--- src/rtl/tds_pkg.sv ---
// ----------------------------------------------------------------------------
// Tridiagonal solver package
// Shared types, constants and fixed-point helpers for the solver blocks.
// ----------------------------------------------------------------------------
package tds_pkg;

  localparam int MAX_ROWS    = 64;
  localparam int VALUE_WIDTH = 32;
  localparam int FX_W        = 48;
  localparam int FRAC_BITS   = 24;
  localparam int PORT_SHIFT  = 8;
  localparam int ROW_W       = (MAX_ROWS > 1) ? $clog2(MAX_ROWS) : 1;
  localparam int CNT_W       = $clog2(MAX_ROWS + 1);

  typedef logic signed [VALUE_WIDTH-1:0] val_t;
  typedef logic signed [FX_W-1:0]        fx_t;
  typedef logic [ROW_W-1:0]              row_t;
  typedef logic [CNT_W-1:0]              cnt_t;

  localparam fx_t FX_MAX = {1'b0, {(FX_W-1){1'b1}}};
  localparam fx_t FX_MIN = {1'b1, {(FX_W-1){1'b0}}};
  localparam logic signed [63:0] WIDE_MAX = 64'(FX_MAX);
  localparam logic signed [63:0] WIDE_MIN = 64'(FX_MIN);
  localparam logic signed [63:0] VAL_MAX  = (64'sd1 <<< (VALUE_WIDTH - 1)) - 64'sd1;
  localparam logic signed [63:0] VAL_MIN  = -VAL_MAX - 64'sd1;

  typedef struct packed {
    val_t sub_diag;
    val_t main_diag;
    val_t super_diag;
    val_t rhs_value;
  } in_word_t;

  typedef struct packed {
    val_t solution;
    row_t row_index;
    logic last;
    logic pivot_error;
  } out_word_t;

  typedef enum logic [4:0] {
    ST_IDLE,
    ST_ROW0,
    ST_FW_RD,
    ST_FW_DIV,
    ST_FW_DIVW,
    ST_FW_MULP,
    ST_FW_MULPW,
    ST_FW_MULR,
    ST_FW_MULRW,
    ST_DECIDE,
    ST_BK_RD0,
    ST_BK_DIV0,
    ST_BK_DIVW,
    ST_BK_RD,
    ST_BK_MUL,
    ST_BK_MULW,
    ST_BK_DIV,
    ST_EM_RD,
    ST_EM_WR
  } state_t;

  typedef enum logic [1:0] {
    NUM_A,
    NUM_R,
    NUM_T
  } num_sel_t;

  typedef struct packed {
    row_t     rd_addr;
    row_t     wr_addr;
    logic     load_row;
    logic     wr_p;
    logic     wr_r;
    logic     pr_raw;
    logic     div_start;
    num_sel_t num_sel;
    logic     mul_start;
    logic     mul_upper;
    logic     cap_m;
    logic     cap_t;
    logic     wr_x;
    logic     out_load;
  } cmd_t;

  typedef struct packed {
    logic div_done;
    logic mul_done;
    logic out_free;
  } sts_t;

  function automatic fx_t sat48(input logic signed [63:0] v);
    if (v > WIDE_MAX) begin
      return FX_MAX;
    end
    if (v < WIDE_MIN) begin
      return FX_MIN;
    end
    return v[FX_W-1:0];
  endfunction

  function automatic fx_t widen(input val_t v);
    return sat48(64'(v) <<< PORT_SHIFT);
  endfunction

  function automatic fx_t fx_sub(input fx_t a, input fx_t b);
    return sat48(64'(a) - 64'(b));
  endfunction

  function automatic logic [FX_W-1:0] mag(input fx_t v);
    return v[FX_W-1] ? (FX_W'(0) - v) : v;
  endfunction

  function automatic val_t to_port(input fx_t x);
    logic signed [63:0] y;
    y = 64'(x >>> PORT_SHIFT);
    if (y > VAL_MAX) begin
      return VAL_MAX[VALUE_WIDTH-1:0];
    end
    if (y < VAL_MIN) begin
      return VAL_MIN[VALUE_WIDTH-1:0];
    end
    return y[VALUE_WIDTH-1:0];
  endfunction

endpackage

--- src/rtl/tds_ctrl.sv ---
// ----------------------------------------------------------------------------
// Tridiagonal solver controller
// Sequences forward elimination, back substitution and result output.
// ----------------------------------------------------------------------------
module tds_ctrl import tds_pkg::*; (
  input  logic clk,
  input  logic rst,
  input  logic in_valid,
  output logic in_stall,
  input  logic cfg_we,
  input  cnt_t cfg_data,
  input  sts_t sts,
  output cmd_t cmd
);

  state_t state;
  state_t state_next;
  cnt_t   row_count;
  row_t   idx;
  row_t   bi;
  cnt_t   eff;
  logic   run_end;

  always_comb begin
    if (row_count == '0) begin
      eff = cnt_t'(1);
    end else if (row_count > cnt_t'(MAX_ROWS)) begin
      eff = cnt_t'(MAX_ROWS);
    end else begin
      eff = row_count;
    end
  end

  assign run_end  = (cnt_t'(idx) + 1'b1) >= eff;
  assign in_stall = (state != ST_IDLE);

  always_comb begin
    state_next = state;
    unique case (state)
      ST_IDLE: begin
        if (in_valid) begin
          state_next = (idx == '0) ? ST_ROW0 : ST_FW_RD;
        end
      end
      ST_ROW0:     state_next = ST_DECIDE;
      ST_FW_RD:    state_next = ST_FW_DIV;
      ST_FW_DIV:   state_next = ST_FW_DIVW;
      ST_FW_DIVW:  if (sts.div_done) state_next = ST_FW_MULP;
      ST_FW_MULP:  state_next = ST_FW_MULPW;
      ST_FW_MULPW: if (sts.mul_done) state_next = ST_FW_MULR;
      ST_FW_MULR:  state_next = ST_FW_MULRW;
      ST_FW_MULRW: if (sts.mul_done) state_next = ST_DECIDE;
      ST_DECIDE:   state_next = run_end ? ST_BK_RD0 : ST_IDLE;
      ST_BK_RD0:   state_next = ST_BK_DIV0;
      ST_BK_DIV0:  state_next = ST_BK_DIVW;
      ST_BK_DIVW: begin
        if (sts.div_done) begin
          state_next = (bi == '0) ? ST_EM_RD : ST_BK_RD;
        end
      end
      ST_BK_RD:    state_next = ST_BK_MUL;
      ST_BK_MUL:   state_next = ST_BK_MULW;
      ST_BK_MULW:  if (sts.mul_done) state_next = ST_BK_DIV;
      ST_BK_DIV:   state_next = ST_BK_DIVW;
      ST_EM_RD:    state_next = ST_EM_WR;
      ST_EM_WR: begin
        if (sts.out_free) begin
          state_next = (bi == '0) ? ST_IDLE : ST_EM_RD;
        end
      end
      default:     state_next = ST_IDLE;
    endcase
  end

  always_comb begin
    cmd         = '0;
    cmd.num_sel = NUM_A;
    cmd.rd_addr = bi;
    cmd.wr_addr = idx;
    unique case (state)
      ST_IDLE:     cmd.load_row = in_valid;
      ST_ROW0: begin
        cmd.wr_p   = 1'b1;
        cmd.wr_r   = 1'b1;
        cmd.pr_raw = 1'b1;
      end
      ST_FW_RD:    cmd.rd_addr = idx - 1'b1;
      ST_FW_DIV: begin
        cmd.rd_addr   = idx - 1'b1;
        cmd.div_start = 1'b1;
      end
      ST_FW_DIVW: begin
        cmd.rd_addr = idx - 1'b1;
        cmd.cap_m   = sts.div_done;
      end
      ST_FW_MULP: begin
        cmd.rd_addr   = idx - 1'b1;
        cmd.mul_start = 1'b1;
        cmd.mul_upper = 1'b1;
      end
      ST_FW_MULPW: begin
        cmd.rd_addr = idx - 1'b1;
        cmd.wr_p    = sts.mul_done;
      end
      ST_FW_MULR: begin
        cmd.rd_addr   = idx - 1'b1;
        cmd.mul_start = 1'b1;
      end
      ST_FW_MULRW: begin
        cmd.rd_addr = idx - 1'b1;
        cmd.wr_r    = sts.mul_done;
      end
      ST_BK_DIV0: begin
        cmd.div_start = 1'b1;
        cmd.num_sel   = NUM_R;
      end
      ST_BK_DIVW: begin
        cmd.wr_addr = bi;
        cmd.cap_m   = sts.div_done;
        cmd.wr_x    = sts.div_done;
      end
      ST_BK_MUL: begin
        cmd.mul_start = 1'b1;
        cmd.mul_upper = 1'b1;
      end
      ST_BK_MULW:  cmd.cap_t = sts.mul_done;
      ST_BK_DIV: begin
        cmd.div_start = 1'b1;
        cmd.num_sel   = NUM_T;
      end
      ST_EM_WR:    cmd.out_load = sts.out_free;
      default:     cmd.wr_addr = idx;
    endcase
  end

  always_ff @(posedge clk) begin
    if (rst) begin
      state     <= ST_IDLE;
      row_count <= cnt_t'(MAX_ROWS);
      idx       <= '0;
      bi        <= '0;
    end else begin
      state <= state_next;
      if (cfg_we) begin
        row_count <= cfg_data;
      end
      if (state == ST_DECIDE) begin
        if (run_end) begin
          bi <= idx;
        end else begin
          idx <= idx + 1'b1;
        end
      end
      if (state == ST_BK_DIVW && sts.div_done) begin
        if (bi == '0) begin
          bi  <= idx;
          idx <= '0;
        end else begin
          bi <= bi - 1'b1;
        end
      end
      if (state == ST_EM_WR && sts.out_free && bi != '0) begin
        bi <= bi - 1'b1;
      end
    end
  end

  a_div_done_waited: assert property (@(posedge clk) disable iff (rst)
    sts.div_done |-> (state == ST_FW_DIVW || state == ST_BK_DIVW))
    else $error("Divider finished outside a divide wait state.");

  a_mul_done_waited: assert property (@(posedge clk) disable iff (rst)
    sts.mul_done |-> (state == ST_FW_MULPW || state == ST_FW_MULRW || state == ST_BK_MULW))
    else $error("Multiplier finished outside a multiply wait state.");

  a_out_no_overwrite: assert property (@(posedge clk) disable iff (rst)
    cmd.out_load |-> sts.out_free)
    else $error("Output word loaded while the previous word is held.");

  a_idle_row_in_range: assert property (@(posedge clk) disable iff (rst)
    (state == ST_IDLE) |-> (cnt_t'(idx) < eff))
    else $error("Row counter reached the row count while idle.");

endmodule

--- config.mk ---
export PLATFORM = sky130hd
export DESIGN_NAME = tds_ctrl
export DESIGN_NICKNAME = d
export VERILOG_FILES = /design/src/rtl/tds_pkg.sv /design/src/rtl/tds_ctrl.sv
export SDC_FILE = /design/constraint.sdc
export NUM_CORES = 1
export LEC_CHECK = 0
export BUFFER_PORTS_ARGS = -buffer_cell sky130_fd_sc_hd__buf_2
export CAP_MARGIN = 40
export CORE_AREA = 2 2 76 78
export CTS_CLUSTER_SIZE = 28
export DETAILED_ROUTE_END_ITERATION = 6
export DIE_AREA = 0 0 78 80
export PLACE_DENSITY = 0.71
export SETUP_SLACK_MARGIN = 0.1
export SLEW_MARGIN = 20
export SYNTH_ARGS = -nofsm -noshare
export SYNTH_HDL_FRONTEND = slang
export SYNTH_SLANG_ARGS = --single-unit
--- constraint.sdc ---
create_clock -name clk -period 3 [get_ports clk]
set_clock_uncertainty 0.15 [all_clocks]
set_input_delay 0.45 -clock clk [delete_from_list [all_inputs] [get_ports clk]]
set_output_delay 0.45 -clock clk [all_outputs]
set_load 0.01 [all_outputs]
==> out/qor.yml <==
ys_seq_elements: 24
min_period_over_period: 0.8948
start_util: 0.3873
post-synth-top-count-cell: "nor2_1"
n_antenna_cell: 0
setup_viol: 0
grt_pass1_vias: 1826
maxCapViolCount: 0
fillers: 561
yosysWarnings: 0
die_x_um: 78
end_kind: "flop"
clk_pin_slew_ns: 0.09
clockBufferDepth: 2
drcViolationCount: 0
cp.arrival_ns: 2.73
clk_latency_ns: 0.27
cts_sinks: 24
grt_use_total: 0.1691
synth_nets: 305
num_io_pins: 40
ir_drop_v: 0.0003432
setup_tns_ns: 0
dieArea_um2: 6240
drtPass1Iterations: 4
dpl.hpwl_um: 3862
synth_top_cell_by_area: "dfxtp_1"
drive_gt1_frac: 0.2254
instances_no_fill: 387
grt_pass1_wl_um: 8645
place_congestion: 0.8704
post-synth-top-area-fraction: 0.2295
grt_max_degree: 18
grt_setup_unrepaired: "true"
dominantRegCellSynth: "dfxtp_1"
grt_overflow: 0
cts_made_buffers: 3
ant_nets: 0
vias: 2044
synth_commonest_cells: "nor2_1, nand2_1, dfxtp_1"
hp-class: "in -> reg"
die_h_um: 80
core_area_um2: 5405
drv_slew: 0
numPortBuffers: 39
worst_ep_required_time_ns: 3.04
drtIter0Drc: 78
syn_avg_cell_area_um2: 7.449
ys_seq_area_frac: 0.2295
synth_area_leaders: "dfxtp_1, nor2_1, nand2_1"
area.growth.synth_to_final_pct: 16.26
finalHoldViolCount: 0
relSlewSlack: 0.6512
viasPerCell: 5.282
start_kind: "flop"
worstMarginPinSlew_ns: 0.5225
yosysUniqueCellTypes: 54
dp_cells: 381
crit_fanout: 8
clock-root-buffer: "clkbuf_8"
antenna_found_initial: 0
max_freq_mhz: 372.5
leakage_nw: 1.158
wl_per_cell_um: 13.32
cts.htree.levels: 1
status: "completed"
power_density_nw_per_um2: 624.5
synth-edff-count: 0
cts_tree: "built"
placementRows: 27
finalCriticalPeriod_ns: 2.684
multiInputGateArea_um2: 1479
postSynth.asyncResetShare: 0
synth_cells: 281
wirelength_um: 5155
layout.nets: 340
seqCellArea_um2: 481.7
syn-cell-area_um2: 2093
critPathKind: "reg -> reg"
==> what timing repair did <==
| action | CTS | global route |
|---|---|---|
| setup buffers | 0 | 2 |
| hold buffers | 0 | 0 |
| gates resized for setup | 0 | 2 |
| endpoints found under the setup margin | 0 | 12 |
==> power by group <==
part / switching (mW) / internal, mW
sequential: 0.0731 / 0.349
clock: 0.113 / 0.179
combinational: 0.457 / 0.350
==> per-layer routing <==
metal  vias up  global-route usage  wire length, µm
li1       1047                   -                -
met1       953              0.2284             2509
met4         0             0.04211               40
met2        40              0.2871             2434
met3         4             0.01923              169
met5         -                   0                0
==> layout by cell type (no fill, tap or decap), types with 6 or more instances in the layout <==
cell	count
nor2_1	49
buf_2	39
buf_4	12
o21ai_0	6
mux2i_1	10
a21oi_1	19
dfxtp_1	23
xor2_1	12
nand2_1	35
inv_1	7
ha_1	10
==> flip-flops by register name (all words and copies together) (netlist names) <==
register / cells
state: 5
row_count: 7
idx: 6
bi: 6
==> final timing paths <==
kind / startpoint / to / slack, ns / cells past startpoint
worst max-delay path: idx[1] / bi[0] / 0.32 / 10
worst min-delay path: cfg_data[6] / row_count[6] / 0.26 / 3
worst max register to register: idx[1] / bi[0] / 0.32 / 10
worst min register to register: row_count[0] / row_count[0] / 0.37 / 2
==> through the flow <==
step / util / hold WS (ns) / instance area (µm²) / power, mW / worst slack [ns]
3_5_place_dp: 0.4326 / 0.3571 / 2338 / 1.220 / 0.1444
2_1_floorplan: - / 0.3112 / 2093 / 0.9930 / 0.4105
5_1_grt: 0.4502 / 0.2658 / 2434 / 1.645 / 0.09300
4_1_cts: 0.4458 / 0.2544 / 2410 / 1.509 / 0.1163
3_3_place_gp: 0.4326 / 0.3359 / 2338 / 1.203 / 0.2965
6_report: 0.4502 / 0.2581 / 2434 / 1.520 / 0.3156
==> cell type report <==
type                    instances  area share
multi-input cells             229      0.6077
flip-flops and latches         24      0.1979
repair buffers                 51      0.1172
well taps                      72     0.03702
clock buffers                   3     0.01697
clock inverters                 1     0.01234
inverters                       7     0.01080
==> critical path: stages (launching register included) <==
cell,delay [ns]
dfxtp_1,0.47
and3_1,0.26
and3_1,0.21
xor2_1,0.08
ha_1,0.30
nand2_1,0.06
o21ai_0,0.29
a21oi_1,0.14
o21ai_4,0.32
a21oi_1,0.12
a211oi_1,0.21
==> cell families (layout without fill, tap and decap cells) <==
kind of cell	Yosys count	count (layout)	synth area share
AOI/OAI and AO/OA	55	55	0.1733
xor gates and xnor gates	16	16	0.06694
adders and majority gates	10	10	0.05977
buffers and inverters	28	62	0.06755
DFF	24	24	0.2295
muxes	17	17	0.08547
and+or+nand+nor	131	131	0.3174
(Power assumes the default switching activity.)
